**config.mk**
```make
export PLATFORM = sky130hd
export DESIGN_NAME = bounded_substring_search
export DESIGN_NICKNAME = d
export VERILOG_FILES = /design/src/sbs_pkg.sv /design/src/sbs_cfg.sv /design/src/sbs_match.sv /design/src/sbs_out_buf.sv /design/src/bounded_substring_search.sv
export SDC_FILE = /design/constraint.sdc
export NUM_CORES = 1
export LEC_CHECK = 0
export ABC_AREA = 0
export ABC_CLOCK_PERIOD_IN_PS = 9000
export BUFFER_PORTS_ARGS = -buffer_cell sky130_fd_sc_hd__buf_2
export CAP_MARGIN = 20
export CORE_MARGIN = 10
export CORE_UTILIZATION = 45
export DETAILED_ROUTE_END_ITERATION = 7
export GPL_TIMING_DRIVEN = 0
export RECOVER_POWER = 50
export SLEW_MARGIN = 20
export SYNTH_ARGS = -nofsm -noshare
export SYNTH_HDL_FRONTEND = slang
export SYNTH_HIERARCHICAL = 1
export SYNTH_SLANG_ARGS = --single-unit
```
**constraint.sdc**
```tcl
create_clock -name clk -period 9 [get_ports clk]
set_input_delay 1.8 -clock clk [delete_from_list [all_inputs] [get_ports clk]]
set_output_delay 1.8 -clock clk [all_outputs]
set_load 0.02 [all_outputs]
```
**src/sbs_pkg.sv**
```systemverilog
// ----------------------------------------------------------------------------
// sbs_pkg
// Shared types and constants of the bounded substring search block.
// ----------------------------------------------------------------------------
package sbs_pkg;

  // Pattern geometry
  localparam int MAX_PATTERN  = 8;
  localparam int RECENT_DEPTH = MAX_PATTERN - 1;
  localparam int LEN_W        = $clog2(MAX_PATTERN + 1);
  localparam int VIEW_IDX_W   = $clog2(MAX_PATTERN);

  // Field widths
  localparam int BYTE_W   = 8;
  localparam int PAT_W    = 64;
  localparam int PLEN_W   = 4;
  localparam int WIN_W    = 16;
  localparam int CNT_W    = 17;
  localparam int ADDR_W   = 5;
  localparam int DATA_W   = 64;

  localparam logic [CNT_W-1:0] COUNT_MAX = {CNT_W{1'b1}};

  // Register map, one register every eight bytes
  typedef enum logic [1:0] {
    REG_PATTERN_BYTES  = 2'd0,
    REG_PATTERN_LENGTH = 2'd1,
    REG_WINDOW_LENGTH  = 2'd2
  } reg_idx_t;

  typedef struct packed {
    logic [PAT_W-1:0]  pattern_bytes;
    logic [PLEN_W-1:0] pattern_length;
    logic [WIN_W-1:0]  window_length;
  } cfg_t;

  typedef struct packed {
    logic             found;
    logic [WIN_W-1:0] match_offset;
  } result_t;

endpackage

```
**src/sbs_cfg.sv**
```systemverilog
// ----------------------------------------------------------------------------
// sbs_cfg
// APB register file holding the pattern, its length and the window length.
// ----------------------------------------------------------------------------
module sbs_cfg
  import sbs_pkg::*;
(
  input  logic              clk,
  input  logic              rst_n,
  input  logic              psel,
  input  logic              penable,
  input  logic              pwrite,
  input  logic [ADDR_W-1:0] paddr,
  input  logic [DATA_W-1:0] pwdata,
  output logic [DATA_W-1:0] prdata,
  output logic              pready,
  output cfg_t              cfg
);

  cfg_t     cfg_r;
  reg_idx_t sel;
  logic     wr_en;

  assign sel    = reg_idx_t'(paddr[ADDR_W-1:ADDR_W-2]);
  assign wr_en  = psel && penable && pwrite;
  assign pready = 1'b1;
  assign cfg    = cfg_r;

  // Write the addressed register on the access cycle
  always_ff @(posedge clk) begin
    if (!rst_n) begin
      cfg_r <= '0;
    end else if (wr_en) begin
      unique case (sel)
        REG_PATTERN_BYTES:  cfg_r.pattern_bytes  <= pwdata[PAT_W-1:0];
        REG_PATTERN_LENGTH: cfg_r.pattern_length <= pwdata[PLEN_W-1:0];
        REG_WINDOW_LENGTH:  cfg_r.window_length  <= pwdata[WIN_W-1:0];
        default: ;
      endcase
    end
  end

  // Read back
  always_comb begin
    unique case (sel)
      REG_PATTERN_BYTES:  prdata = DATA_W'(cfg_r.pattern_bytes);
      REG_PATTERN_LENGTH: prdata = DATA_W'(cfg_r.pattern_length);
      REG_WINDOW_LENGTH:  prdata = DATA_W'(cfg_r.window_length);
      default:            prdata = '0;
    endcase
  end

endmodule

```
**src/sbs_match.sv**
```systemverilog
// ----------------------------------------------------------------------------
// sbs_match
// Search state and the per-byte match check over all pattern positions.
// ----------------------------------------------------------------------------
module sbs_match
  import sbs_pkg::*;
(
  input  logic              clk,
  input  logic              rst_n,
  input  cfg_t              cfg,
  input  logic              accept,
  input  logic [BYTE_W-1:0] text_byte,
  input  logic              first_of_text,
  input  logic              last_of_text,
  output logic              res_valid,
  output result_t           res
);

  logic [BYTE_W-1:0]  recent_r   [RECENT_DEPTH];
  logic [BYTE_W-1:0]  recent_nxt [RECENT_DEPTH];
  logic [CNT_W-1:0]   count_r, count_nxt;
  logic               searching_r, searching_nxt;

  logic [BYTE_W-1:0]  view [MAX_PATTERN];
  logic [LEN_W-1:0]   len;
  logic [LEN_W-1:0]   sel;
  logic [CNT_W-1:0]   idx;
  logic [CNT_W:0]     idx_p1;
  logic [CNT_W:0]     start;
  logic [CNT_W:0]     win_ext;
  logic               reach;
  logic               in_win;
  logic               exhausted;
  logic               match;
  logic               active;

  // Clamp the pattern length
  assign len = (cfg.pattern_length > PLEN_W'(MAX_PATTERN)) ? LEN_W'(MAX_PATTERN)
                                                           : LEN_W'(cfg.pattern_length);

  assign active = accept && (first_of_text || searching_r);

  // Byte window, newest first; a new search sees cleared history
  always_comb begin
    view[0] = text_byte;
    for (int k = 1; k < MAX_PATTERN; k++) begin
      view[k] = first_of_text ? '0 : recent_r[k-1];
    end
  end

  // Offset bookkeeping
  assign idx       = first_of_text ? '0 : count_r;
  assign idx_p1    = {1'b0, idx} + (CNT_W+1)'(1);
  assign reach     = idx_p1 >= (CNT_W+1)'(len);
  assign start     = idx_p1 - (CNT_W+1)'(len);
  assign win_ext   = (CNT_W+1)'(cfg.window_length);
  assign in_win    = start < win_ext;
  assign exhausted = reach ? ((start + (CNT_W+1)'(1)) >= win_ext)
                           : (cfg.window_length == '0);

  // Compare every used pattern byte with its aligned text byte
  always_comb begin
    match = 1'b1;
    sel   = '0;
    for (int j = 0; j < MAX_PATTERN; j++) begin
      if (LEN_W'(j) < len) begin
        sel = len - LEN_W'(1) - LEN_W'(j);
        if (view[sel[VIEW_IDX_W-1:0]] != cfg.pattern_bytes[BYTE_W*j +: BYTE_W]) begin
          match = 1'b0;
        end
      end
    end
  end

  // Decide the result for this byte
  always_comb begin
    res_valid        = 1'b0;
    res.found        = 1'b0;
    res.match_offset = '0;
    if (active) begin
      priority if (len == '0) begin
        res_valid = 1'b1;
        res.found = (cfg.window_length != '0);
      end else if (reach && in_win && match) begin
        res_valid        = 1'b1;
        res.found        = 1'b1;
        res.match_offset = start[WIN_W-1:0];
      end else if (exhausted || last_of_text) begin
        res_valid = 1'b1;
      end
    end
  end

  // Next search state
  always_comb begin
    searching_nxt = searching_r;
    count_nxt     = count_r;
    for (int k = 0; k < RECENT_DEPTH; k++) begin
      recent_nxt[k] = recent_r[k];
    end
    if (active) begin
      searching_nxt = !res_valid;
      count_nxt     = (idx < COUNT_MAX) ? idx + CNT_W'(1) : idx;
      recent_nxt[0] = text_byte;
      for (int k = 1; k < RECENT_DEPTH; k++) begin
        recent_nxt[k] = view[k];
      end
    end
  end

  always_ff @(posedge clk) begin
    if (!rst_n) begin
      searching_r <= 1'b0;
      count_r     <= '0;
      for (int k = 0; k < RECENT_DEPTH; k++) begin
        recent_r[k] <= '0;
      end
    end else begin
      searching_r <= searching_nxt;
      count_r     <= count_nxt;
      for (int k = 0; k < RECENT_DEPTH; k++) begin
        recent_r[k] <= recent_nxt[k];
      end
    end
  end

endmodule

```
**src/sbs_out_buf.sv**
```systemverilog
// ----------------------------------------------------------------------------
// sbs_out_buf
// Two-entry result buffer: output register plus skid entry.
// ----------------------------------------------------------------------------
module sbs_out_buf
  import sbs_pkg::*;
(
  input  logic    clk,
  input  logic    rst_n,
  input  logic    push,
  input  result_t push_data,
  output logic    full,
  output logic    out_valid,
  input  logic    out_stall,
  output result_t out_data
);

  logic [1:0] count_r, count_nxt;
  result_t    head_r, head_nxt;
  result_t    skid_r, skid_nxt;
  logic       pop;

  assign pop       = (count_r != 2'd0) && !out_stall;
  assign full      = (count_r == 2'd2);
  assign out_valid = (count_r != 2'd0);
  assign out_data  = head_r;

  // Advance the head, park a result in the skid entry when the head holds
  always_comb begin
    count_nxt = count_r;
    head_nxt  = head_r;
    skid_nxt  = skid_r;
    unique case (count_r)
      2'd0: begin
        if (push) begin
          head_nxt  = push_data;
          count_nxt = 2'd1;
        end
      end
      2'd1: begin
        if (push && pop) begin
          head_nxt = push_data;
        end else if (push) begin
          skid_nxt  = push_data;
          count_nxt = 2'd2;
        end else if (pop) begin
          count_nxt = 2'd0;
        end
      end
      2'd2: begin
        if (pop) begin
          head_nxt  = skid_r;
          count_nxt = 2'd1;
        end
      end
      default: count_nxt = 2'd0;
    endcase
  end

  always_ff @(posedge clk) begin
    if (!rst_n) begin
      count_r <= 2'd0;
    end else begin
      count_r <= count_nxt;
    end
  end

  // Payload needs no reset
  always_ff @(posedge clk) begin
    head_r <= head_nxt;
    skid_r <= skid_nxt;
  end

endmodule

```
**src/bounded_substring_search.sv**
```systemverilog
// ----------------------------------------------------------------------------
// bounded_substring_search
// Streams text bytes and reports the first in-window offset of a pattern.
// ----------------------------------------------------------------------------
// Usage:
//   Program pattern_bytes (0x00), pattern_length (0x08) and window_length
//   (0x10) over the APB port while the block is idle. Then send text bytes
//   on the in_ channel, one per transfer, with in_first_of_text on the first
//   byte of each search and in_last_of_text on the final available byte.
//   Each search gives exactly one out_ transfer, found with the start offset
//   or not found with offset zero, unless a new in_first_of_text drops it.
// Throughput and result path:
//   One byte is taken every cycle while in_stall is low; all pattern
//   positions are compared in parallel against the stored recent bytes. A
//   result is registered in the result buffer before it shows on out_valid.
// Stall:
//   Results wait in a two-entry buffer. in_stall rises only when both
//   entries are occupied, so input keeps flowing through one stalled result.
// Reset:
//   rst_n (synchronous, active low) clears the registers, the search state
//   and the result buffer.
// ----------------------------------------------------------------------------
module bounded_substring_search
  import sbs_pkg::*;
(
  input  logic              clk,
  input  logic              rst_n,
  // Text input
  input  logic              in_valid,
  output logic              in_stall,
  input  logic [BYTE_W-1:0] in_text_byte,
  input  logic              in_first_of_text,
  input  logic              in_last_of_text,
  // Result output
  output logic              out_valid,
  input  logic              out_stall,
  output logic              out_found,
  output logic [WIN_W-1:0]  out_match_offset,
  // Configuration
  input  logic              psel,
  input  logic              penable,
  input  logic              pwrite,
  input  logic [ADDR_W-1:0] paddr,
  input  logic [DATA_W-1:0] pwdata,
  output logic [DATA_W-1:0] prdata,
  output logic              pready
);

  cfg_t    cfg;
  logic    accept;
  logic    res_valid;
  result_t res;
  result_t out_data;
  logic    buf_full;

  assign in_stall = buf_full;
  assign accept   = in_valid && !buf_full;

  sbs_cfg u_cfg (
    .clk     (clk),
    .rst_n   (rst_n),
    .psel    (psel),
    .penable (penable),
    .pwrite  (pwrite),
    .paddr   (paddr),
    .pwdata  (pwdata),
    .prdata  (prdata),
    .pready  (pready),
    .cfg     (cfg)
  );

  sbs_match u_match (
    .clk           (clk),
    .rst_n         (rst_n),
    .cfg           (cfg),
    .accept        (accept),
    .text_byte     (in_text_byte),
    .first_of_text (in_first_of_text),
    .last_of_text  (in_last_of_text),
    .res_valid     (res_valid),
    .res           (res)
  );

  sbs_out_buf u_out_buf (
    .clk       (clk),
    .rst_n     (rst_n),
    .push      (res_valid),
    .push_data (res),
    .full      (buf_full),
    .out_valid (out_valid),
    .out_stall (out_stall),
    .out_data  (out_data)
  );

  assign out_found        = out_data.found;
  assign out_match_offset = out_data.match_offset;

endmodule

```
==> parameters.txt, run 1 <==
Parameter                              Value

Logic synthesis
  Share of async-settable or async-resettable flops after synthesis    0%
  Number of flops mapped to enable cells by yosys    34
  Sequential area share after synthesis    between 20% and 30%
  Total of flip-flops plus latches after synthesis    just under 200
  Cell area after synthesis    0.0151 sq mm
  Number of standard cells after synthesis    1799
  Warnings from Yosys    6
  Post-synthesis net count    approximately 1900
  Average cell area after synthesis    between 8 and 9 sq um
  Number of different library cells in the post-synthesis netlist    between 100 and 150
  Main synth FF type    dfxtp_1

Routing
  Pre-Repair DR Iteration Count    7
  Total routed wirelength    approximately 61000 um
  Remaining antenna violation count after routing    0
  Number of DRC markers after the initial detailed-route iteration    about 1300
  Total via count after detailed routing    ~15000
  Vias per Instance    5.96
  Per-cell routed wire length    25.0 um
  Remaining DRCs    0

Finish
  Share of cells above drive strength 1    roughly 15%
  Layout Utilization    between 50 and 60%
  Number of diodes added for antenna fixing    0
  Post-layout net count    roughly 2100
  Post-synthesis to final-layout area growth    12.9%
  Count of fill cells added during filler insertion    around 3200
  Final std cells w/o fill    between 2000 and 2500

Power and ir drop
  Power Total    slightly above 2000 uW
  Power density over the cells    118 mW/mm^2
  Peak supply drop    0.138 mV
  Static leakage    about 0.0066 uW

STA
  Final Hold Fails    0
  Fmax achieved    approximately 0.12 GHz
  Worst clock skew    between 10 and 15 ps
  Max-slew violation count    0
  Unrepaired setup endpoints after global routing    no
  Worst Setup Slack, final    between 400 and 500 ps
  Final clock period utilization by the worst path    a little over nine tenths
  Slew at the pin closest to its max-slew limit    between 1000 and 1500 ps
  Final setup vio count    0
  Slew Limit Headroom    a little over a fifth
  Tmin final    8560 ps
  Hold Worst Slack    about 460 ps

Placement
  Placed Cells    2407
  Port Buffers    165
  Pre-CTS worst setup slack    -1620 ps
  Detailed placement HPWL    49000 um
  Final weighted congestion in routability-driven placement    1.05

Die
  Core area    approximately 0.033 sq mm
  Die H    about 200 um
  Die X-Extent    about 200 um
  I/O pin count    between 150 and 200
  Effective utilization at floorplan    between 40% and 50%
  Cell row count    between 60 and 70
  Die Outline Area    between 0.04 and 0.05 sq mm

Critical path
  Arrival time at the worst endpoint    around 8700 ps
  Top fanout value on the critical path    37
  Required time at the worst-slack endpoint    9170 ps
  Setup CP Type    input pin to flip-flop
  Critical path capture point type    flip-flop
  Startpoint class of the critical path    input pin

Clock tree
  Clock root buffer    clkbuf_16
  Clock latency of the later-clocked register in the worst-skew pair    between 400 and 500 ps
  TritonCTS buffer count    17
  Clock sink count    a little under 200
  H-tree depth reported by CTS    4
  Maximum root-to-sink buffer count    2
  Clock-pin slew on the worst setup and hold paths    about 80 ps
  TritonCTS clock tree    built
  Post-CTS repair timing setup buffer count    0

Global routing
  Maximum number of pins on one net before global-route repair    21
  Grt total ovfl    0
  Number of global-route vias before repair    14000
  First-pass GRT wire length    90000 um
  Total GRT Usage    between 20% and 30%
  Antenna violations before repair    0

Flow run
  Number of max-cap violations    0

Min path
  Worst hold path class    flip-flop to flip-flop

Run status
  Run status    complete, no violations
synthesized netlist by cell type, drive strengths merged, types with 30 or more instances:
| master | count | area (sq um) |
|---|---|---|
| edfxtp | 34 | 1020 |
| mux2 | 37 | 450 |
| xnor2 | 51 | 473 |
| dfxtp | 160 | 3200 |
| nor2b | 65 | 417 |
| and2 | 57 | 357 |
| buf | 64 | 463 |
| o21ai | 50 | 254 |
| nor3 | 36 | 185 |
| a21boi | 53 | 398 |
| xor2 | 51 | 447 |
| nand3 | 30 | 160 |
| o22ai | 31 | 194 |
| mux2i | 185 | 1850 |
| nor2 | 82 | 310 |
| clkbuf | 66 | 250 |
| ha | 41 | 513 |
| nand2 | 322 | 1210 |
| a21oi | 57 | 289 |
| inv | 43 | 161 |
path summary, 6_finish.rpt:
kind	depth (start not counted)	slack, ps	from	to
setup reg to reg	25	1690	u_cfg/cfg[19]	u_out_buf/skid_r[7]
hold / removal	2	460	u_match/recent_r[0][3]	u_match/recent_r[0][3]
setup / recovery	27	440	in_first_of_text	u_out_buf/skid_r[7]
hold reg to reg	2	460	u_match/recent_r[0][3]	u_match/recent_r[0][3]
where the power goes:
part | internal (uW) | switching (uW) | total (uW) | leakage, uW
sequential | 893 | 11.9 | 905 | 0.00159
combinational | 118 | 209 | 327 | 0.00469
clock | 374 | 409 | 782 | 0.000284
total | 1380 | 629 | 2010 | 0.00656
stage by stage:
step                      area (sq um)  setup TNS (ps)
after floorplan                  15100               0
after global placement           16400          -91690
after detailed placement         16400          -76820
final                            17000               0
after global routing             17000               0
after CTS                        17000               0
final cells by class:
class                           count  area (sq um)  area share (%)
Tap cell                          442           553            3.25
Clock buffer                       17           425            2.50
Inverter                           44           165           0.972
Clock inverter                     15           163           0.957
Sequential cell                   194          4220            24.9
Multi-Input combinational cell   1431          9960            58.6
Buffer                            127           694            4.09
Timing Repair Buffer              166           807            4.75
cell families after synthesis:
| logic type | share of synthesized area (%) |
|---|---|
| AOI/OAI and AO/OA | 16.0 |
| other | 0.0249 |
| and+or+nand+nor | 23.1 |
| muxes | 17.4 |
| buffers and inverters | 5.83 |
| DFF | 28.1 |
| xor gates and xnor gates | 6.11 |
| adders and majority gates | 3.54 |
registers in the layout, summed over array words and instances (netlist names):
| name | count |
|---|---|
| u_cfg/cfg | 84 |
| u_match/count_r | 17 |
| u_match/recent_r | 56 |
| u_match/searching_r | 1 |
| u_out_buf/count_r | 2 |
| u_out_buf/out_data | 17 |
| u_out_buf/skid_r | 17 |
layout by cell type (no fill, tap or decap), types with 6 or more instances in the layout:
master     instances
inv_1             41
or3_1             13
a211oi_1          10
o211ai_1           6
nand3_1           28
nor2b_1           63
buf_4              7
mux2_4             9
xor2_1            51
clkbuf_1          97
a21oi_1           56
and3_1            21
a21boi_0          53
o21a_1            12
xnor2_1           49
edfxtp_1          34
a22oi_1           18
ha_1              41
clkbuf_16         17
nor4_1            14
buf_2            170
nand2_1          321
mux4_2            14
nand4_1           20
o22ai_1           31
or4_1              8
dfxtp_1          160
buf_12             8
a21o_1            11
nor3_1            35
and2_1            55
a31oi_1           10
mux2_2            27
nor2_1            81
o21ai_0           48
nand2b_1           9
mux2i_1          185
routing by layer:
layer  part of all wire (%)  GRT usage (%)  vias to the layer above  wire [um]
met4                    3.7           11.5                        0       2250
met3                    7.0           5.51                      105       4260
li1                       -              -                     6782          -
met2                     48           49.1                      601      29500
met1                     41           34.9                     7039      24800
met5                      0              0                        -          0
worst max-delay path, stage by stage:
cell,delay [ps]
clkbuf_1,300
buf_2,320
buf_2,360
buf_4,500
nor2_1,210
ha_1,330
nor2b_1,140
o31a_1,290
or3_1,370
buf_2,210
or4_1,410
a22oi_1,210
o32ai_1,200
ha_1,360
a21oi_1,140
nor2_1,50
nor2_1,80
nand2_1,60
a21o_1,170
a221oi_1,370
and3_1,220
o2111a_1,230
o21ai_0,200
a41oi_2,450
and2b_2,260
nor2b_2,240
buf_6,220
what timing repair did:
item	CTS	global route
setup endpoints to repair	64	32
hold endpoints to repair	0	0
gates resized for setup	3	0
hold buffers	0	0
Power figures use the tool's default switching activity.
==> run 2, diff against run 1 <==
Settings changed: ABC_CLOCK_PERIOD_IN_PS 9000 to 10200.
Clock period 9 ns to 10.2 ns, I/O delays scaled along.
==> run 2 against run 1 <==
  * Combinational power fell by 11%
  * Global-route usage rose by 0.10 points
  * Sequential share of layout area barely moved
  * Sequential cell count did not move
  * Via count rose by 0.34%
  * Clock skew barely moved
  * Cell area barely moved
  * Critical endpoint unchanged
  * Clock-buffer cell count did not move
  * Routed wire length rose by 0.74%
  * Critical path type unchanged
  * Sequential power fell by 12%
==> parameters.txt, run 2 (synthesis gave the netlist of run 1 again) <==
Parameter                              Value

Run status
  Run status    complete, no violations

Global routing
  Grt total ovfl    0 (unchanged)
  First-pass GRT wire length    90200 um (+0.23%)
  Number of global-route vias before repair    14000 (-0.014%)
  Antenna violations before repair    0 (unchanged)
  Maximum number of pins on one net before global-route repair    21 (unchanged)
  Total GRT Usage    28.9% (+0.10 points)

Finish
  Most frequent cells in the layout    nand2_1 (321), mux2i_1 (185), buf_2 (168), dfxtp_1 (160), clkbuf_1 (96)
  Share of cells above drive strength 1    15.1% (-0.22 points)
  Post-layout net count    2111 (+0.095%)
  Area taken by multi-input logic gates    0.00996 sq mm (about the same)
  Post-synthesis to final-layout area growth    12.8% (about the same)
  Register cell area after layout    0.00422 sq mm (unchanged)
  Count of fill cells added during filler insertion    3252 (+0.092%)
  Number of flip-flops in the largest register    84 (unchanged)
  Most frequent standard cell in the layout excluding fill and tap cells    nand2_1
  Number of diodes added for antenna fixing    0 (unchanged)

Placement
  Port Buffers    165 (unchanged)
  Detailed placement HPWL    49000 um (unchanged)
  Pre-CTS worst setup slack    -661 ps (+960 ps)
  Final weighted congestion in routability-driven placement    1.05 (unchanged)

STA
  Slew at the pin closest to its max-slew limit    1200 ps (+24.1 ps)
  Final clock period utilization by the worst path    a little over nine tenths
  Worst Setup Slack, final    581 ps (+142 ps)
  Fmax achieved    ~0.10 GHz
  Slew Limit Headroom    19.9% (-1.6 points)
  Worst clock skew    11.7 ps (+0.422 ps)
  Unrepaired setup endpoints after global routing    no
  Final Hold Fails    0 (unchanged)
  Tmin final    9620 ps
  Setup TNS after final layout    0 ps (unchanged)
  Final setup vio count    0 (unchanged)
  Max-slew violation count    0 (unchanged)

Routing
  Vias per Instance    5.98 (+0.25%)
  Pre-Repair DR Iteration Count    6 (-1)
  Number of DRC markers after the initial detailed-route iteration    1398 (+11%)
  Total routed wirelength    61300 um (+0.74%)
  Per-cell routed wire length    25.1 um (+0.65%)
  Remaining DRCs    0 (unchanged)
  Total via count after detailed routing    14600 (+0.34%)
  Remaining antenna violation count after routing    0 (unchanged)

Critical path
  Required time at the worst-slack endpoint    10370 ps (+1200 ps)
  Most prevalent standard cell on the critical path    buf_2
  Setup CP Type    input pin to flip-flop
  CP max stage delay    580 ps (+80 ps)
  Top fanout value on the critical path    19 (-49%)
  Top delay family on crit path    buffers and inverters
  Arrival time at the worst endpoint    9790 ps (+1060 ps)
  Crit-path slowest cell    buf_2
  Critical path capture point type    flip-flop
  Depth of the most critical reg-to-reg path    25 (unchanged)
  Startpoint class of the critical path    input pin
  Crit path buf inv count    8 (+2)
  Levels on crit path    29 (+7.4%)

Clock tree
  TritonCTS clock tree    built
  Clock latency of the later-clocked register in the worst-skew pair    460 ps (about the same)
  H-tree depth reported by CTS    4 (unchanged)
  Maximum root-to-sink buffer count    2 (unchanged)
  Clock-pin slew on the worst setup and hold paths    80 ps (about the same)
  TritonCTS buffer count    17 (unchanged)
  Clock sink count    194 (unchanged)
  Hold buffers post-CTS    0 (unchanged)
  Clock root buffer    clkbuf_16

Min path
  Worst hold path class    flip-flop to flip-flop
  Cell depth of the worst min-delay path    2 (unchanged)

Die
  I/O pin count    170 (unchanged)
  Core area    0.0328 sq mm (unchanged)
  Die X-Extent    203 um (unchanged)
  Die Outline Area    0.0412 sq mm (unchanged)
  Die H    203 um (unchanged)
  Effective utilization at floorplan    45.9% (unchanged)
  Cell row count    66 (unchanged)

Power and ir drop
  Static leakage    0.00654 uW (-0.29%)
  Power density over the cells    105 mW/mm^2 (-12%)
  Peak supply drop    0.122 mV (-12%)

Flow run
  Number of max-cap violations    0 (unchanged)
run 2: cell types whose count changed in the layout (fill, tap and decap cells not counted), sizes merged:
cell  previous run  this run
buf            194       196
run 2: what timing repair did:
action                     CTS  global route
gates resized for setup      1             2
setup endpoints to repair   32            34
pin swaps                    0             0
setup buffers                0             0
run 2: through the flow:
stage / instances / util (%) / area (sq um) / power, uW / hold slack [ps]
2_1_floorplan: 1799 / - / 15100 / 995 / 439
3_3_place_gp: 2406 / 50.1 / 16400 / 1100 / 447
3_5_place_dp: 2407 / 50.2 / 16400 / 1100 / 454
4_1_cts: 2439 / 52.0 / 17000 / 1790 / 464
5_1_grt: 2438 / 51.8 / 17000 / 1840 / 485
6_report: 2438 / 51.8 / 17000 / 1780 / 460
run 2: final cells by class:
type / instances / share of cell area [%]
buffer: 129 / 4.09
clock buffer: 17 / 2.50
clock inverter: 15 / 0.957
inverter: 44 / 0.972
multi-input combinational: 1431 / 58.6
sequential: 194 / 24.9
tap: 442 / 3.26
timing repair buffer: 166 / 4.74
run 2: layer usage:
layer | GRT usage [%] | part of all wire [%] | vias to the layer above
met5 | 0 | 0 | -
met4 | 11.2 | 3.6 | 0
met3 | 6.03 | 6.9 | 102
met2 | 49.3 | 48 | 616
met1 | 34.9 | 41 | 7067
li1 | - | - | 6791
run 2: worst paths after layout:
| kind | slack [ps] | end | start |
|---|---|---|---|
| max | 580 | u_out_buf/skid_r[7] | in_first_of_text |
| min reg2reg | 460 | u_match/recent_r[0][3] | u_match/recent_r[0][3] |
| min | 460 | u_match/recent_r[0][3] | u_match/recent_r[0][3] |
| max reg2reg | 2890 | u_out_buf/skid_r[7] | u_cfg/cfg[19] |
run 2: tightest hold or removal path: stages, from the launching register on:
cell      delay, ps
dfxtp_1         310
nand2_1          40
a21boi_0         60
run 2: report_power, final:
part | switching (uW) | leakage [uW] | total, uW | internal (uW)
Sequential | 10.3 | 0.00159 | 798 | 788
Clock | 360 | 0.000284 | 689 | 330
Combinational | 186 | 0.00467 | 290 | 104
Total | 556 | 0.00654 | 1780 | 1220
